--- src/hdl/sacache_pkg.sv ---
// Shared types and constants for the set-associative write-back cache.
`default_nettype none
package sacache_pkg;
    localparam int ADDR_BITS_DEF    = 16;
    localparam int MEMORY_BYTES_DEF = 65536;
    localparam int CACHE_KBYTES_DEF = 16;
    localparam int BLOCK_BYTES_DEF  = 32;
    localparam int NUM_WAYS_DEF     = 4;

    localparam int AGE_W    = 8;
    localparam int DATA_W   = 8;
    localparam int COUNT_W  = 32;

    // floor of log2, for sizes that are not powers of two
    function automatic int flog2(input longint x);
        int n;
        longint v;
        n = 0;
        v = x;
        while (v > 1) begin
            v = v >> 1;
            n = n + 1;
        end
        return n;
    endfunction

    // controller states
    typedef enum logic [2:0] {
        ST_CLEAR,
        ST_IDLE,
        ST_LOOKUP,
        ST_WBACK,
        ST_FILL,
        ST_ACCESS,
        ST_OUT
    } ctrl_state_t;

    // controller to datapath commands
    typedef struct packed {
        logic clear_step;
        logic take_req;
        logic lookup_step;
        logic wback_step;
        logic fill_step;
        logic access_step;
        logic out_load;
    } dp_cmd_t;

    // datapath to controller status
    typedef struct packed {
        logic clear_done;
        logic scan_done;
        logic is_hit;
        logic need_wback;
        logic line_done;
    } dp_status_t;
endpackage
`default_nettype wire

--- src/hdl/sacache_ctrl.sv ---
// Controller state machine of the cache: sequences clear, lookup, write-back, fill, access and output.
`default_nettype none
module sacache_ctrl (
    input  wire                      aclk,
    input  wire                      aresetn,
    input  wire                      s_tvalid,
    output logic                     s_tready,
    output logic                     m_tvalid,
    input  wire                      m_tready,
    output sacache_pkg::dp_cmd_t     cmd,
    input  sacache_pkg::dp_status_t  status
);
    import sacache_pkg::*;

    ctrl_state_t state_reg, state_next;
    logic        mvalid_reg, mvalid_next;

    // state and output-valid registers
    always_ff @(posedge aclk) begin
        if (!aresetn) begin
            state_reg  <= ST_CLEAR;
            mvalid_reg <= 1'b0;
        end else begin
            state_reg  <= state_next;
            mvalid_reg <= mvalid_next;
        end
    end

    // next state and commands
    always_comb begin
        state_next  = state_reg;
        cmd         = '0;
        s_tready    = 1'b0;
        mvalid_next = mvalid_reg;
        if (m_tvalid && m_tready) begin
            mvalid_next = 1'b0;
        end
        case (state_reg)
            ST_CLEAR: begin
                cmd.clear_step = 1'b1;
                if (status.clear_done) begin
                    state_next = ST_IDLE;
                end
            end
            ST_IDLE: begin
                s_tready = 1'b1;
                if (s_tvalid) begin
                    cmd.take_req = 1'b1;
                    state_next   = ST_LOOKUP;
                end
            end
            ST_LOOKUP: begin
                cmd.lookup_step = 1'b1;
                if (status.scan_done) begin
                    if (status.is_hit) begin
                        state_next = ST_ACCESS;
                    end else if (status.need_wback) begin
                        state_next = ST_WBACK;
                    end else begin
                        state_next = ST_FILL;
                    end
                end
            end
            ST_WBACK: begin
                cmd.wback_step = 1'b1;
                if (status.line_done) begin
                    state_next = ST_FILL;
                end
            end
            ST_FILL: begin
                cmd.fill_step = 1'b1;
                if (status.line_done) begin
                    state_next = ST_ACCESS;
                end
            end
            ST_ACCESS: begin
                cmd.access_step = 1'b1;
                state_next      = ST_OUT;
            end
            ST_OUT: begin
                // wait for the output register to be free
                if (!mvalid_reg || m_tready) begin
                    cmd.out_load = 1'b1;
                    mvalid_next  = 1'b1;
                    state_next   = ST_IDLE;
                end
            end
            default: begin
                state_next = ST_IDLE;
            end
        endcase
    end

    assign m_tvalid = mvalid_reg;

    // a result is only loaded when the output register is empty or draining
    assert property (@(posedge aclk) disable iff (!aresetn)
        cmd.out_load |-> (!mvalid_reg || m_tready))
        else $error("result loaded over a waiting one");
    // no request is taken while the line state is being cleared
    assert property (@(posedge aclk) disable iff (!aresetn)
        (state_reg == ST_CLEAR) |-> !s_tready)
        else $error("request taken during clear");
    // every loaded result leaves m_tvalid high next cycle
    assert property (@(posedge aclk) disable iff (!aresetn)
        cmd.out_load |=> m_tvalid)
        else $error("result lost");
endmodule
`default_nettype wire

--- config.mk ---
export PLATFORM = sky130hd
export DESIGN_NAME = sacache_ctrl
export DESIGN_NICKNAME = d
export VERILOG_FILES = /design/src/hdl/sacache_pkg.sv /design/src/hdl/sacache_ctrl.sv
export SDC_FILE = /design/constraint.sdc
export NUM_CORES = 1
export LEC_CHECK = 0
export ABC_AREA = 1
export BUFFER_PORTS_ARGS = -buffer_cell sky130_fd_sc_hd__buf_4
export CORE_MARGIN = 2
export CORE_UTILIZATION = 30
export CTS_CLUSTER_DIAMETER = 200
export CTS_CLUSTER_SIZE = 30
export DETAILED_ROUTE_END_ITERATION = 7
export PLACE_DENSITY = 0.55
export SYNTH_ARGS = -nofsm -noshare
export SYNTH_HDL_FRONTEND = slang
export SYNTH_SLANG_ARGS = --single-unit
--- constraint.sdc ---
create_clock -name aclk -period 2.8 [get_ports aclk]
set_input_delay 0.14 -clock aclk [delete_from_list [all_inputs] [get_ports aclk]]
set_output_delay 0.14 -clock aclk [all_outputs]
set_load 0.02 [all_outputs]
## Yosys cells after proc, flatten, opt, wreduce, memory -nomap -nowiden

Cells that the tools add are included.
W data, S select, Z words.

- Register bits: 4
- Input port bits: 9
- Output and inout port bits: 9
- Word-level logic and storage cells: 41

- Equality and inequality tests: 12
- Mux-type cells: 22
- Reductions and logical operators: 5

Operators with widths:

| cell | count |
|---|---|
| $mux W3 | 8 |
| $pmux W3 S7 | 1 |
| $mux W1 | 13 |
| $ne A2 B2 Y1 const B | 6 |
| $eq A3 B3 Y1 const B | 3 |
| $eq A3 B2 Y1 const B | 2 |
| $reduce_and A6 Y1 | 1 |
| $eq A3 B1 Y1 const B | 1 |
| $logic_not A3 Y1 | 1 |
| $logic_and A1 B1 Y1 | 1 |
| $logic_not A1 Y1 | 1 |
| $logic_or A1 B1 Y1 | 1 |

## Depth between registers and ports, before layout

Gate-level depths: netlist of the first run.

- Depth in word-level cells: 4
- Gate-level depth with buffers: 9
- Mapped depth without buffers: 8

## Least setup slack after synthesis of the first run

Ideal clock, no wire load.

- Path type: reg-to-reg
- Start point: register state_reg[1]
- End point: register state_reg[0]
- Data arrival time: 1,122 ps
- Setup slack: 1,563 ps
- Cell stages (with the launch flop): 9
- Path buffers: 0
- Cells stage by stage: dfxtp_1 > inv_2 > ha_1 > nand2_1 > nand2_1 > nor2_1 > nand3_1 > nand2_1 > nor2_1

- Longest elaborated chain between the ends: 3
- Elaborated cells on any way between the ends: 15
- Those cells by class: eq/ne: 12; mux: 1; reduce/logical: 2

Ends and longest elaborated chain:

| what | RTL line | source |
|---|---|---|
| start, declared | sacache_ctrl.sv:15 | `ctrl_state_t state_reg, state_next;` |
| start signal, assigned | sacache_ctrl.sv:24 | `state_reg <= state_next;` |
| $eq A3 B3 Y1 (tied with other cells) | sacache_ctrl.sv:38 | `case (state_reg)` |
| $ne A2 B2 Y1 (no line) | n/a |  |
| $reduce_and A6 Y1 (no line) | n/a |  |

Parallel ways exist; a longest one is shown, timed or not.
A chain may end at the register's enable or synchronous reset.

==> results of run 1 <==
[cell families after synthesis]
| group | Yosys count | share of synthesized area |
|---|---|---|
| buffers and inverters | 12 | 0.125 |
| AO/OA/AOI/OAI | 6 | 0.118 |
| adder cells (fa/ha/maj) | 1 | 0.0319 |
| flip-flops | 4 | 0.204 |
| AND/OR/NAND/NOR | 43 | 0.521 |
[synthesized netlist by cell type]
cell type,instances,area share
nand2_2,2,0.032
o21bai_4,1,0.048
nand3b_1,1,0.019
nor3_1,2,0.026
o21a_1,1,0.019
inv_1,9,0.086
nand3_1,6,0.077
nand3_2,1,0.026
a21oi_1,3,0.038
nand2_1,14,0.13
nor2_4,1,0.029
buf_4,1,0.019
inv_2,2,0.019
nor2_2,4,0.064
dfxtp_1,4,0.20
nor2_1,12,0.12
ha_1,1,0.032
o21ai_0,1,0.013
[area by class of cell]
cell class	instances	area, um^2
fillers	140	699
clock buffers	3	22.5
well taps	15	18.8
inverters	11	41.3
flip-flops and latches	4	80.1
multi-input cells	50	263
repair buffers	17	128
[worst reg2reg max path: stages (launching register included)]
cell and delay (ns):
dfxtp_1 0.43, inv_2 0.09, ha_1 0.29, nand2_1 0.10, nand2_1 0.05, nor2_1 0.08, nand3_1 0.07, nand2_1 0.06
nor2_1 0.03
[layout by cell type, fill, tap and decap left out, drive strengths merged]
cell type,Yosys,final
buf,1,17
nor2,17,17
nand2,16,16
inv,11,11
nand3,7,7
dfxtp,4,4
a21oi,3,3
clkbuf,0,3
nor3,2,2
nand3b,1,1
o21bai,1,1
o21ai,1,1
o21a,1,1
ha,1,1
[layer usage]
layer,vias up,track usage,part of all wire
met3,0,0.0833,0.065
met5,-,0,0
met1,189,0.183,0.48
li1,243,-,-
met4,0,0,0
met2,10,0.194,0.45
[worst min path at each step]
stage                           to  slack [ns]  depth (start not counted)
after floorplan           m_tvalid        0.26                          1
after global placement    m_tvalid        0.38                          2
after detailed placement  m_tvalid        0.39                          2
after CTS                 m_tvalid        0.14                          2
after global routing      m_tvalid        0.13                          2
final                     m_tvalid        0.14                          2
[power by group through the flow]
stage	clock [mW]	sequential (mW)	combinational, mW
floorplan	0	0.105	0.333
global placement	0	0.125	0.428
detailed placement	0	0.126	0.427
CTS	0.0767	0.126	0.428
global route	0.0820	0.132	0.476
finish	0.0720	0.125	0.420
==> metrics, run 1 <==
total core area 0.00125 mm^2; Final min period 1.45 ns; critical path type reg2out; synth warn 0; RSZ-0062 raised after global routing no; R2R depth 8; DR WL/cell 8.89 um; HP Class in2reg; DP HPWL 717 um; cell count along the critical path 5; crit-path max FO 8; layout cells sized above 1 0.365; sequential area share after synthesis 0.204; clk sink count 4; Hold Startpoint aresetn; design area 553 um^2; R2R setup slack 1.48 ns; # DRC 0; Syn Inst Count 66; die height 40.1 um; Starting Density 0.313; CTS buffer count 3; Cells after DPL 97; num rows 13; outcome finished clean; Critical Path End Type output pin; Die Wd 40.1 um; Worst path top cell family by delay flip-flops; final WL 889 um; setup_tns 0 ns; Mapped Area 392 um^2; Area Growth Syn to Fin 41.2%; Mapped Nets 76; Slew headroom 0.794; crit path from state_reg[0]; total grt overflow 0; Skew-Pair Late Insertion Delay 0.24 ns; Setup Buffers After CTS 0; Post-CTS Resized 0; post-synthesis register bit count 4; required time worst endpoint 2.66 ns; final hold vios 0; Critical path destination cmd[1]; Reg power frac 0.203; Layout Cells excl Fill 100; Peak Freq 0.691 GHz; DR vias/cell 4.42; Pleak 0.307 nW; Tot GR Track Use 0.136; Largest register FFs 3; PwrDens 1120 mW/mm^2; Psw 0.320 mW; count of different cell masters after synthesis 18; CP startpoint kind flip-flop; DRT Pass-1 Iters 6; Max stage delay on crit path 0.49 ns; sequence of cells on the critical path inv_1, nor2_1, inv_1, nor2_1, buf_4; Reg clk slew, reported paths 0.04 ns; Hold Slack 0.141 ns; sw frac 0.518; fin worst setup slack 1.35 ns; Max Cap Violations 0; Clk pwr share 0.117; root buf cell clkbuf_4; initial antenna violation count 0; Least-Margin Pin Slew 0.308 ns; vias in the first global route 362; worst r2r src state_reg[1]; Comb power frac 0.680; Die ar. 0.00161 mm^2; WP buf/inv 3; # diodes 0; VDD IR-drop max 0.516 mV; port bufs 17; Avg Cell Area, Syn 5.93 um^2; first-pass GRT wire length 1420 um; Overall Power 0.617 mW; final net count 97; Final GP Congestion 0.805; largest net degree at the start of global routing 9; 1st-iter DRT viols 7; CTS tree done; final core occ 0.442; dpl cell area 531 um^2; num ports 18; clk_skew 0.00328 ns; Final setup viols 0; # hold bufs at CTS 0; via count 442; Int Power 0.297 mW; Antenna Nets Post-Route 0; Final Cycle Share 0.517; H-tree Lvls 1; RR Endpoint state_reg[0]; pre-CTS setup slack 1.48 ns; slowest CP cell dfxtp_1; Critical Path AT 1.31 ns; CTS Buffer Depth 2; Max Slew Vio Count 0
Power figures use the tool's default switching activity.
==> inputs of run 2 (changes only) <==
PLACE_DENSITY = 0.57   (was 0.55)
clock period = 1.27 ns   (was 2.8 ns; I/O delays follow)
==> run 2 against run 1 <==
First-iteration DRC count down 57%. Utilization up 4.1 points. Clock power up 130%. Global-route usage up 0.21 points.
==> metrics, run 2 (same netlist as run 1, synthesis figures left out) <==
total core area 0.00125 mm^2; hold path cells 2; Max Slew Vio Count 0; clk sink count 4; dpl cell area 561 um^2; Worst path top cell family by delay flip-flops; critical path type reg2out; Max Cap Violations 0; layout cells sized above 1 0.483; largest net degree at the start of global routing 9; met2 usage 0.198; final core occ 0.483; Largest register FFs 3; # hold bufs at CTS 0; design area 604 um^2; Overall Power 1.54 mW; Peak Freq 0.817 GHz; HP Class in2reg; final WL 933 um; GR Util met1 0.175; Starting Density 0.313; Final Cycle Share 0.963; # diodes 0; initial antenna violation count 0; Die ar. 0.00161 mm^2; Final min period 1.22 ns; die height 40.1 um; GRT busiest layer met2; 1st-iter DRT viols 3; num rows 13; Final GP Congestion 0.809; required time worst endpoint 1.21 ns; Tot GR Track Use 0.138; Critical Path AT 1.16 ns; Pleak 0.327 nW; final net count 101; Antenna Nets Post-Route 0; CP startpoint kind flip-flop; pre-CTS setup slack -0.0304 ns; port bufs 17; crit-path max FO 5; Slew headroom 0.845; vias in the first global route 361; clk_skew 0.00879 ns; H-tree Lvls 1; R2R setup slack 0.08 ns; cell count along the critical path 4; sequence of cells on the critical path buf_4, nand2_1, nor2_2, buf_4; setup_tns 0 ns; commonest cells after routing, fill and taps aside 21 x buf_4, 12 x nand2_1, 10 x nor2_1; CTS Buffer Depth 2; met3 Use GR 0.0833; fin worst setup slack 0.0468 ns; CTS buffer count 3; first-pass GRT wire length 1430 um; Skew-Pair Late Insertion Delay 0.24 ns; outcome finished clean; Die Wd 40.1 um; final hold vios 0; slowest CP cell dfxtp_4; CTS tree done; DR vias/cell 4.59; Area Growth Syn to Fin 54.3%; Setup Buffers After CTS 0; DRT Pass-1 Iters 2; Most Frequent Cell on Critical Path buf_4; RSZ-0062 raised after global routing yes; PwrDens 2540 mW/mm^2; Critical Path End Type output pin; total grt overflow 0; root buf cell clkbuf_4; VDD IR-drop max 0.834 mV; # DRC 0; via count 477; Max stage delay on crit path 0.36 ns; commonest non-fill, non-tap cell in the layout buf_4; DP HPWL 780 um; Reg clk slew, reported paths 0.04 ns; num ports 18; WP buf/inv 2; Final setup viols 0; DR WL/cell 8.97 um; Least-Margin Pin Slew 0.232 ns; R2R depth 8
run 2: cell types whose count changed in the layout (fill, tap and decap cells not counted), sizes merged:
cell  delta
buf      +4
run 2: per-layer routing:
| layer | routed length, um | part of all wire |
|---|---|---|
| met1 | 422 | 0.45 |
| met2 | 467 | 0.50 |
| met3 | 43 | 0.046 |
| met4 | 0 | 0 |
| met5 | 0 | 0 |
run 2: where the power goes:
part	leakage, nW	internal, mW	total (mW)	switching (mW)
sequential	0.0348	0.204	0.295	0.0910
clock	0.0138	0.106	0.165	0.0587
combinational	0.279	0.465	1.08	0.611
total	0.327	0.776	1.54	0.761
run 2: final cells by class:
cell class                 count  area (um^2)
inverter                      11         41.3
clock buffer                   3         22.5
fill                         145          648
timing repair buffer          21          158
tap                           15         18.8
multi-input combinational     50          273
sequential                     4         91.3
run 2: metrics by stage:
step,hold slack (ns),instances
global route,0.0466,104
detailed placement,0.311,101
CTS,0.0524,104
global placement,0.311,101
floorplan,0.181,66
finish,0.0576,104
run 2: worst paths after layout:
| check | start | endpoint |
|---|---|---|
| hold / removal | aresetn | m_tvalid |
| setup reg to reg | state_reg[1] | state_reg[0] |
| hold reg to reg | state_reg[1] | state_reg[1] |
| setup / recovery | state_reg[1] | cmd[3] |
run 2: what timing repair did:
| item | 4_1_cts | 5_1_grt |
|---|---|---|
| gates resized for setup | 4 | 7 |
| setup endpoints to repair | 8 | 6 |
| cloned | 0 | 0 |
| pin swaps | 0 | 1 |
| endpoints found under the hold margin | 0 | 0 |
==> inputs of run 3 (changes only) <==
CELL_PAD_IN_SITES_DETAIL_PLACEMENT = 0   (was not set)
CELL_PAD_IN_SITES_GLOBAL_PLACEMENT = 1   (was not set)
CORE_MARGIN = 4   (was 2)
CORE_UTILIZATION = 25   (was 30)
PLACE_DENSITY = 0.7   (was 0.57)
==> run 3 against run 2 <==
Flip-flop and latch count did not move. Global-route usage shrank 4.1 points. Largest cell class unchanged. Clock power is 4% lower. Highest routed layer unchanged. Combinational power is 14% higher. Die area grew 41%. Sequential share of layout area decreased by 1.4 points.
==> metrics, run 3 (same netlist as run 1, synthesis figures left out) <==
Layout Cells excl Fill 109; layout cells sized above 1 0.516; port bufs 17; CTS tree done; sequence of cells on the critical path buf_4, nor2_4, buf_4, buf_4; sw frac 0.481; Max Slew Vio Count 0; design area 668 um^2; Die Wd 47.6 um; Worst path top cell family by delay buffers and inverters; vias in the first global route 398; PwrDens 2550 mW/mm^2; Antenna Nets Post-Route 0; Reg power frac 0.183; Reg clk slew, reported paths 0.04 ns; Psw 0.820 mW; Int Power 0.885 mW; Starting Density 0.263; WP buf/inv 3; root buf cell clkbuf_4; num rows 14; Largest register FFs 3; clk_skew 0.00432 ns; area of the multi-input gates 295 um^2; commonest cells after routing, fill and taps aside 23 x buf_4, 12 x nand2_1, 10 x nor2_1; CTS buffer count 3; Final setup viols 0; largest net degree at the start of global routing 9; CTS Buffer Depth 2; # fillers 146; CP startpoint kind flip-flop; commonest non-fill, non-tap cell in the layout buf_4; total grt overflow 0; Critical Path End Type output pin; crit-path max FO 7; slowest CP cell dfxtp_4; Max Cap Violations 0; Final GP Congestion 0.800; DR vias/cell 4.16; clk sink count 4; Most Frequent Cell on Critical Path buf_4; Max stage delay on crit path 0.37 ns; Die ar. 0.00226 mm^2; VDD IR-drop max 0.972 mV; FF+latch area 91.3 um^2; Pleak 0.351 nW; initial antenna violation count 0; Final Cycle Share 0.967; critical path type reg2out; via count 453; Clk pwr share 0.093; final WL 1000 um; Least-Margin Pin Slew 0.172 ns; total core area 0.00149 mm^2; final net count 105; Setup Buffers After CTS 0; final core occ 0.449; Overall Power 1.71 mW; DR WL/cell 9.17 um; DP HPWL 840 um; DRT Pass-1 Iters 3; 1st-iter DRT viols 3; Tot GR Track Use 0.0965; num ports 18; Final min period 1.23 ns; Area Growth Syn to Fin 70.6%; dpl cell area 599 um^2; RSZ-0062 raised after global routing no; HP Class in2reg; final hold vios 0; Critical Path AT 1.16 ns; first-pass GRT wire length 1580 um; # hold bufs at CTS 0; Slew headroom 0.885; Peak Freq 0.814 GHz; # DRC 0; die height 47.6 um; R2R setup slack 0.10 ns; Comb power frac 0.724; Hold Slack 0.0699 ns; outcome finished clean; # diodes 0; H-tree Lvls 1; Skew-Pair Late Insertion Delay 0.24 ns; Cells after DPL 107; required time worst endpoint 1.21 ns
run 3: changes by cell type in the layout (fill, tap and decap cells not counted), sizes merged:
cell	delta
buf	+4
run 3: cell type report:
type / instances / area share
inverter: 11 / 0.0655
sequential: 4 / 0.137
clock buffer: 3 / 0.0337
timing repair buffer: 25 / 0.292
tap: 16 / 0.0300
multi-input combinational: 50 / 0.442
run 3: timing repair:
item,in CTS,in global routing
endpoints found under the setup margin,8,6
gates resized for setup,8,9
hold endpoints to repair,0,0
pin swaps,0,4
run 3: power groups by stage:
stage / Combinational [mW] / Sequential, mW / Clock, mW
6_report: 1.23 / 0.313 / 0.158
5_1_grt: 1.36 / 0.325 / 0.172
4_1_cts: 1.19 / 0.284 / 0.166
3_5_place_dp: 1.14 / 0.265 / 0
3_3_place_gp: 1.16 / 0.263 / 0
2_1_floorplan: 0.735 / 0.231 / 0
run 3: path summary, 6_finish.rpt:
check                from      endpoint  depth (start not counted)
max          state_reg[2]        cmd[3]                          4
min               aresetn      m_tvalid                          2
max reg2reg  state_reg[1]  state_reg[0]                          8
min reg2reg      m_tvalid      m_tvalid                          3
run 3: layer usage:
layer  routed length [um]  track usage  part of all wire
met1                  484        0.124              0.48
met4                    0       0.0323                 0
met3                   43       0.0113             0.043
met5                    0            0                 0
met2                  472        0.166              0.47
run 3: stage by stage:
stage	setup WS, ns	setup TNS, ns
after global routing	0.00397	0
after global placement	-0.0537	-0.132
final	0.0418	0
after floorplan	0.0333	0
after detailed placement	-0.0372	-0.0652
after CTS	-0.0117	-0.0117
run 3: worst reg2reg max path: stages (launching register included):
cell     delay, ns
dfxtp_4       0.37
inv_4         0.05
ha_4          0.23
nand2_2       0.07
nand2_1       0.05
nor2_1        0.10
nand3_1       0.08
nand2_1       0.07
nor2_1        0.03
